[config.mk]
export PLATFORM = sky130hd
export DESIGN_NAME = tsc_qmul
export DESIGN_NICKNAME = d
export VERILOG_FILES = /design/src/design/tsc_pkg.sv /design/src/design/tsc_qmul.sv
export SDC_FILE = /design/constraint.sdc
export NUM_CORES = 2
export LEC_CHECK = 0
export BUFFER_PORTS_ARGS = -buffer_cell sky130_fd_sc_hd__clkbuf_2
export CELL_PAD_IN_SITES_DETAIL_PLACEMENT = 0
export CELL_PAD_IN_SITES_GLOBAL_PLACEMENT = 1
export CORE_MARGIN = 8
export CORE_UTILIZATION = 25
export CTS_CLUSTER_DIAMETER = 200
export DETAILED_ROUTE_END_ITERATION = 10
export GPL_TIMING_DRIVEN = 1
export PLACE_DENSITY_LB_ADDON = 0.1
export SYNTH_ARGS = -nofsm -noshare
export SYNTH_HDL_FRONTEND = slang
export SYNTH_SLANG_ARGS = --single-unit
export TNS_END_PERCENT = 10
[constraint.sdc]
create_clock -name clk_i -period 8.29 [get_ports clk_i]
set_input_delay 0.4145 -clock clk_i [delete_from_list [all_inputs] [get_ports clk_i]]
set_output_delay 0.4145 -clock clk_i [all_outputs]
set_load 0.03 [all_outputs]
[src/design/tsc_pkg.sv]
`timescale 1ns / 1ps
`default_nettype none

package tsc_pkg;

  // Series length and output format
  localparam int unsigned SERIES_TERMS  = 10;
  localparam int unsigned OUT_FRAC_BITS = 30;

  localparam int unsigned AngleW = 9;
  localparam int unsigned OutW   = 32;

  // Internal values are magnitudes in Q.32, 8 integer bits
  localparam int unsigned Frac = 32;
  localparam int unsigned QW   = 40;
  localparam logic [QW-1:0] QOne = QW'(64'd1 << Frac);

  localparam int unsigned FullTurn = 360;
  localparam int unsigned HalfTurn = 180;

  // Degrees to radians: x = round(a * PiQ48 / (180 * 2^16)), split as
  // a * RadQuot + floor((a * RadRem + DegDen / 2) / DegDen)
  localparam logic [63:0] PiQ48  = 64'h0003_243F_6A88_85A3;
  localparam int unsigned RadShift = 16;
  localparam logic [63:0] DegDen = 64'(HalfTurn) << RadShift;

  localparam int unsigned QuotW = 27;
  localparam int unsigned RemW  = 24;
  localparam logic [QuotW-1:0] RadQuot    = QuotW'(PiQ48 / DegDen);
  localparam logic [RemW-1:0]  RadRem     = RemW'(PiQ48 % DegDen);
  localparam logic [RemW-1:0]  DegDenHalf = RemW'(DegDen / 2);

  // floor(n / 180) for any 16-bit n as (n * Div180Mult) >> Div180Shift
  localparam int unsigned DivNumW     = 16;
  localparam int unsigned Div180Shift = 23;
  localparam logic [DivNumW-1:0] Div180Mult =
    DivNumW'(((64'd1 << Div180Shift) + HalfTurn - 1) / HalfTurn);

endpackage

`default_nettype wire

[src/design/tsc_qmul.sv]
`timescale 1ns / 1ps
`default_nettype none

// Unsigned Q.32 product, rounded to nearest (ties up), two register stages.
module tsc_qmul (
  input  wire logic                   clk_i,
  input  wire logic                   en_i,
  input  wire logic [tsc_pkg::QW-1:0] a_i,
  input  wire logic [tsc_pkg::QW-1:0] b_i,
  output logic      [tsc_pkg::QW-1:0] p_o
);

  localparam int unsigned HW = tsc_pkg::QW / 2;
  localparam int unsigned PW = 2 * tsc_pkg::QW;
  localparam logic [PW-1:0] RoundBit = PW'(1) << (tsc_pkg::Frac - 1);

  logic [2*HW-1:0] pp_hh_q, pp_hl_q, pp_lh_q, pp_ll_q;
  logic [PW-1:0]   prod_sum;
  logic [tsc_pkg::QW-1:0] p_q;

  // stage 1: four half-width partial products
  always_ff @(posedge clk_i) begin
    if (en_i) begin
      pp_hh_q <= (2*HW)'(a_i[tsc_pkg::QW-1:HW]) * (2*HW)'(b_i[tsc_pkg::QW-1:HW]);
      pp_hl_q <= (2*HW)'(a_i[tsc_pkg::QW-1:HW]) * (2*HW)'(b_i[HW-1:0]);
      pp_lh_q <= (2*HW)'(a_i[HW-1:0]) * (2*HW)'(b_i[tsc_pkg::QW-1:HW]);
      pp_ll_q <= (2*HW)'(a_i[HW-1:0]) * (2*HW)'(b_i[HW-1:0]);
    end
  end

  // stage 2: recombine with the rounding half folded in, drop 32 fraction bits
  always_comb begin
    prod_sum = {pp_hh_q, {(2*HW){1'b0}}} + (PW'(pp_hl_q) << HW) + (PW'(pp_lh_q) << HW)
             + PW'(pp_ll_q) + RoundBit;
  end

  always_ff @(posedge clk_i) begin
    if (en_i) begin
      p_q <= prod_sum[tsc_pkg::Frac +: tsc_pkg::QW];
    end
  end

  assign p_o = p_q;

endmodule

`default_nettype wire
Word-level counts from Yosys, hierarchy flattened
Cells that the tools add are included.

Register bits: 192. Bits of input ports: 82. Output and inout bits: 40. Logic and storage cells: 13.

$add $sub $neg: 4. $mul: 4.

Operators by type and width (count): adder 72 x 60 -> 72 bit (2); multiplier 20 x 20 -> 40 bit (3); adder 72 x 32 -> 72 bit, second input constant (1); adder 72 x 40 -> 72 bit (1); multiplier 20 x 20 -> 32 bit (1).

Depth between registers and ports, before layout
Word-level depth: 4. Gate-level depth with buffers: 27. Depth with buffers taken out: 26.

Worst setup path before layout
OpenSTA, ideal clock, no wires.

Kind: input to register. Start point: input a_i[33] in the netlist's numbering. End point: register pp_hl_q[39], data pin. Library setup time: 0.265 ns. Arrival time: 6.821 ns. Required time: 8.025 ns. Path slack: 1.203 ns. Stages on the path: 24. Path through: clkbuf_1 -> clkbuf_1 -> nand2_1 -> fa_1 -> fa_1 -> fa_1 -> inv_1 -> fa_1 -> fa_1 -> fa_1 -> inv_1 -> fa_1 -> inv_1 -> ha_1 -> a21o_1 -> a21o_1 -> a21oi_1 -> o2111ai_1 -> a211oi_1 -> a21oi_1 -> a31o_2 -> a21oi_1 -> nor2_1 -> or3_1.

Longest elaborated chain between the ends: 1.

RTL lines: start: declaration (RTL line tsc_qmul.sv:8) `input wire logic [tsc_pkg::QW-1:0] a_i,`; multiplier 20 x 20 -> 40 bit (RTL line tsc_qmul.sv:25) `pp_hl_q <= (2*HW)'(a_i[tsc_pkg::QW-1:HW]) * (2*HW)'(b_i[HW-1:0]);`; end signal: assignment (RTL line tsc_qmul.sv:25); end: declaration (RTL line tsc_qmul.sv:17) `logic [2*HW-1:0] pp_hh_q, pp_hl_q, pp_lh_q, pp_ll_q;`.

Every way passes these cells. A chain may end at the register's enable or synchronous reset.

Final worst setup path
Start point: input b_i[26] in the netlist's numbering. End point: register pp_hh_q[31], data pin.

Longest elaborated chain between the ends: 1.

RTL lines: start: declaration (RTL line tsc_qmul.sv:9) `input wire logic [tsc_pkg::QW-1:0] b_i,`; multiplier 20 x 20 -> 32 bit (RTL line tsc_qmul.sv:24) `pp_hh_q <= (2*HW)'(a_i[tsc_pkg::QW-1:HW]) * (2*HW)'(b_i[tsc_pkg::QW-1:HW]);`; end signal: assignment (RTL line tsc_qmul.sv:24); end: declaration (RTL line tsc_qmul.sv:17).

Every way passes these cells.

==> run metrics <==
estimated wirelength of the detail-placed design=~170000 µm; startpoint of the lowest-slack hold path=en_i; slew margin rel.=39.65%; per-cell routed wire length=~21 µm; Final TNS setup=0 ns; row count=around 180; post-synthesis share of cell area spent on full adders, half adders and majority gates=57.29%; fraction of post-synthesis cell area in the top cell type by area=between 40% and 50%; count of vias placed by the detailed router=slightly above 40000; DIE AREA=between 0.2 and 0.3 mm²; r2r startpoint=pp_lh_q[10]; number of non-filler instances in the completed layout=9458; DRC violation total after the first TritonRoute iteration=1700; average instance area after synthesis=9.438 µm²; Max Slew Vio Count=0; CP Data Arrival Time=7.76 ns; number of top-level design ports=around 120; destination of the worst register-to-register timing path=p_o[35]; min cycle time layout=7.469 ns; post-synthesis compound-gate area fraction=4.471%; commonest non-fill, non-tap cell in the layout=sky130_fd_sc_hd__inv_1; share of the synthesized netlist area taken by xor and xnor gates=2.569%; Remaining DRCs=0; sequential fraction of the synthesis area=8.756%; wire length of the first global-routing pass=307800 µm; area added between synthesis and finish=9.975%; share of synthesized area spent on multiplexers=0%; CTS resizes=0; pin count of the biggest net entering global routing=74; CTS Buffer Depth=2; Hold Vio Cnt, Final=0; Placeable Area=roughly 0.23 mm²; All-Layer GR Usage=between 10% and 20%; Final setup violation count=0; transition time at the pin with the least slew margin=0.9052 ns; Most common cell on crit path=sky130_fd_sc_hd__fa_1; drt via density=4.305; outcome=finished clean; number of enable flip-flop cells after synthesis=approximately 170; top flip-flop cell by instance count after synthesis=sky130_fd_sc_hd__edfxtp_1; cell total after placement=9415; synthesis-stage register bit count=172; largest family of logic cells by synthesized area=adder cells; crit start category=input pin; ANT nets after route=0; Worst Hold Path Cells=1; maximum fanout count along the critical path=20; global route overflow=0; Worst-Skew Late Latency=0.53 ns; Port Buffer Count=around 120; number of nets in the layout=8292; flop2flop setup slack=about 3.1 ns; post-cts hold buffer count=0; RSZ-0062 raised after global routing=false; class of the worst hold path=input pin to flop; initial cell density of the core=25.11%; basic-gate share of the synthesized area counting and, or, nand and nor cells=15.94%; die outline width=501.8 µm; final clock skew=0.01625 ns; crit path kind=input pin to flop; asr flop ratio synth=0%; via count of the first global-routing pass=around 46000; Post-Syn Nets=between 8000 and 9000; First-pass DRT Iterations=7; portion of the clock cycle consumed by the worst path in the final layout=approximately nine tenths; number of unique standard cell types used by synthesis=67; antenna violations before repair=16; number of clock buffers inserted by TritonCTS=17; number of cells produced by synthesis=6250; largest incremental delay on the critical path=0.59 ns; clock slew at reported path FFs=0.09 ns; cell type with the highest aggregate area in the netlist=sky130_fd_sc_hd__fa_1; top cells by area, synth=sky130_fd_sc_hd__fa_1 44%, sky130_fd_sc_hd__ha_1 13%, sky130_fd_sc_hd__and2_1 8.9%; total wire length=202300 µm; total of max-cap violations=0; cell depth of the worst flop-to-flop path=13; CP endpoint kind=flop; number of H-tree levels=4; post-synthesis instance area=about 0.059 mm²; ratio of cells with drive above 1 in the final layout=6.193%; total setup buffers inserted after CTS=0; die extent in y=501.8 µm; CTS tree=yes; critical path required time=8.58 ns; commonest cells after routing, fill and taps aside=1396 x sky130_fd_sc_hd__inv_1, 1292 x sky130_fd_sc_hd__fa_1, 838 x sky130_fd_sc_hd__and2_1; CTS Root Buffer Type=sky130_fd_sc_hd__clkbuf_16; clock sinks=172; weighted congestion reported at the end of routability-driven placement=0.7710; capture endpoint of the worst hold path=p_o[34]; maximum clock frequency=0.1339 GHz; Ys Warns=0; library cell contributing the largest single delay on the critical path=sky130_fd_sc_hd__a2111oi_0
metrics by stage:
step	hold slack, ns	setup slack, ns	utilization, %	instance area [µm²]
after floorplan	0.5269	1.203	-	58990
after detailed placement	0.5655	0.2522	27.34	64250
after CTS	0.4948	0.8438	27.60	64850
final	0.5086	0.8210	27.61	64870
after global placement	0.5802	0.3439	27.34	64250
after global routing	0.5486	0.5091	27.60	64850
state kept, by name (all words and copies together) (netlist names):
signal / cells
p_o: 40
pp_hh_q: 32
pp_hl_q: 40
pp_lh_q: 40
pp_ll_q: 20
critical path, delay by kind of cell:
kind / cells / cell delay [ns]
fa+ha+maj: 8 / 3.86
buf+inv: 9 / 1.54
compound gates: 5 / 1.18
simple gates: 3 / 0.62
xor+xnor: 1 / 0.12
worst max path at each step:
stage	from	slack [ns]	endpoint	depth (start not counted)
2_1_floorplan	a_i[33]	1.20	pp_hl_q[39]	24
3_3_place_gp	b_i[24]	0.34	pp_hh_q[30]	28
3_5_place_dp	b_i[26]	0.25	pp_hh_q[31]	26
4_1_cts	b_i[26]	0.84	pp_hh_q[31]	26
5_1_grt	b_i[26]	0.51	pp_hh_q[31]	26
6_report	b_i[26]	0.82	pp_hh_q[31]	26
cells in the mapped netlist (4+ instances only):
library cell                count
sky130_fd_sc_hd__a21oi_1      127
sky130_fd_sc_hd__nor2b_1       19
sky130_fd_sc_hd__a211oi_1      16
sky130_fd_sc_hd__nor2_1        80
sky130_fd_sc_hd__o211ai_1       9
sky130_fd_sc_hd__fa_1        1292
sky130_fd_sc_hd__nand2_1      801
sky130_fd_sc_hd__a2111oi_0      4
sky130_fd_sc_hd__inv_1       1396
sky130_fd_sc_hd__a31oi_1        9
sky130_fd_sc_hd__ha_1         634
sky130_fd_sc_hd__o21bai_1      15
sky130_fd_sc_hd__a221o_1        4
sky130_fd_sc_hd__clkbuf_1     321
sky130_fd_sc_hd__xnor2_1      130
sky130_fd_sc_hd__nor3_1        22
sky130_fd_sc_hd__nand2b_1      14
sky130_fd_sc_hd__o21ai_0       64
sky130_fd_sc_hd__a31o_2         5
sky130_fd_sc_hd__and2_1       838
sky130_fd_sc_hd__a21o_1        77
sky130_fd_sc_hd__and3_1        17
sky130_fd_sc_hd__nand4_1       21
sky130_fd_sc_hd__a21boi_0       4
sky130_fd_sc_hd__edfxtp_1     172
sky130_fd_sc_hd__xor2_1        43
sky130_fd_sc_hd__o21a_1        21
sky130_fd_sc_hd__nand3_1       32
routing by layer:
layer | share of wire, % | GRT usage [%] | up-vias
met5 | 0 | 0 | -
met4 | 0.62 | 1.627 | 0
met3 | 1.9 | 1.059 | 61
met2 | 51 | 29.44 | 405
met1 | 47 | 22.34 | 21580
li1 | - | - | 18670
kinds of logic after synthesis:
kind of cell | after synthesis
AOI/OAI and AO/OA | 397
buffers and inverters | 1720
and+or+nand+nor | 1862
xor gates and xnor gates | 173
DFF | 172
adders and majority gates | 1926
layout make-up:
| cell class | instances | area, µm² |
|---|---|---|
| Fill cell | 25280 | 170100 |
| Multi-Input combinational cell | 4358 | 47350 |
| Inverter | 1396 | 5240 |
| Sequential cell | 172 | 5165 |
| Tap cell | 3150 | 3941 |
| Timing Repair Buffer | 339 | 2551 |
| Clock buffer | 17 | 425.4 |
| Clock inverter | 15 | 170.2 |
| Antenna cell | 11 | 27.53 |
Power is left out: the tool's default activity adds up to more than one toggle a clock period on the data nets, which glitch-free logic cannot reach.
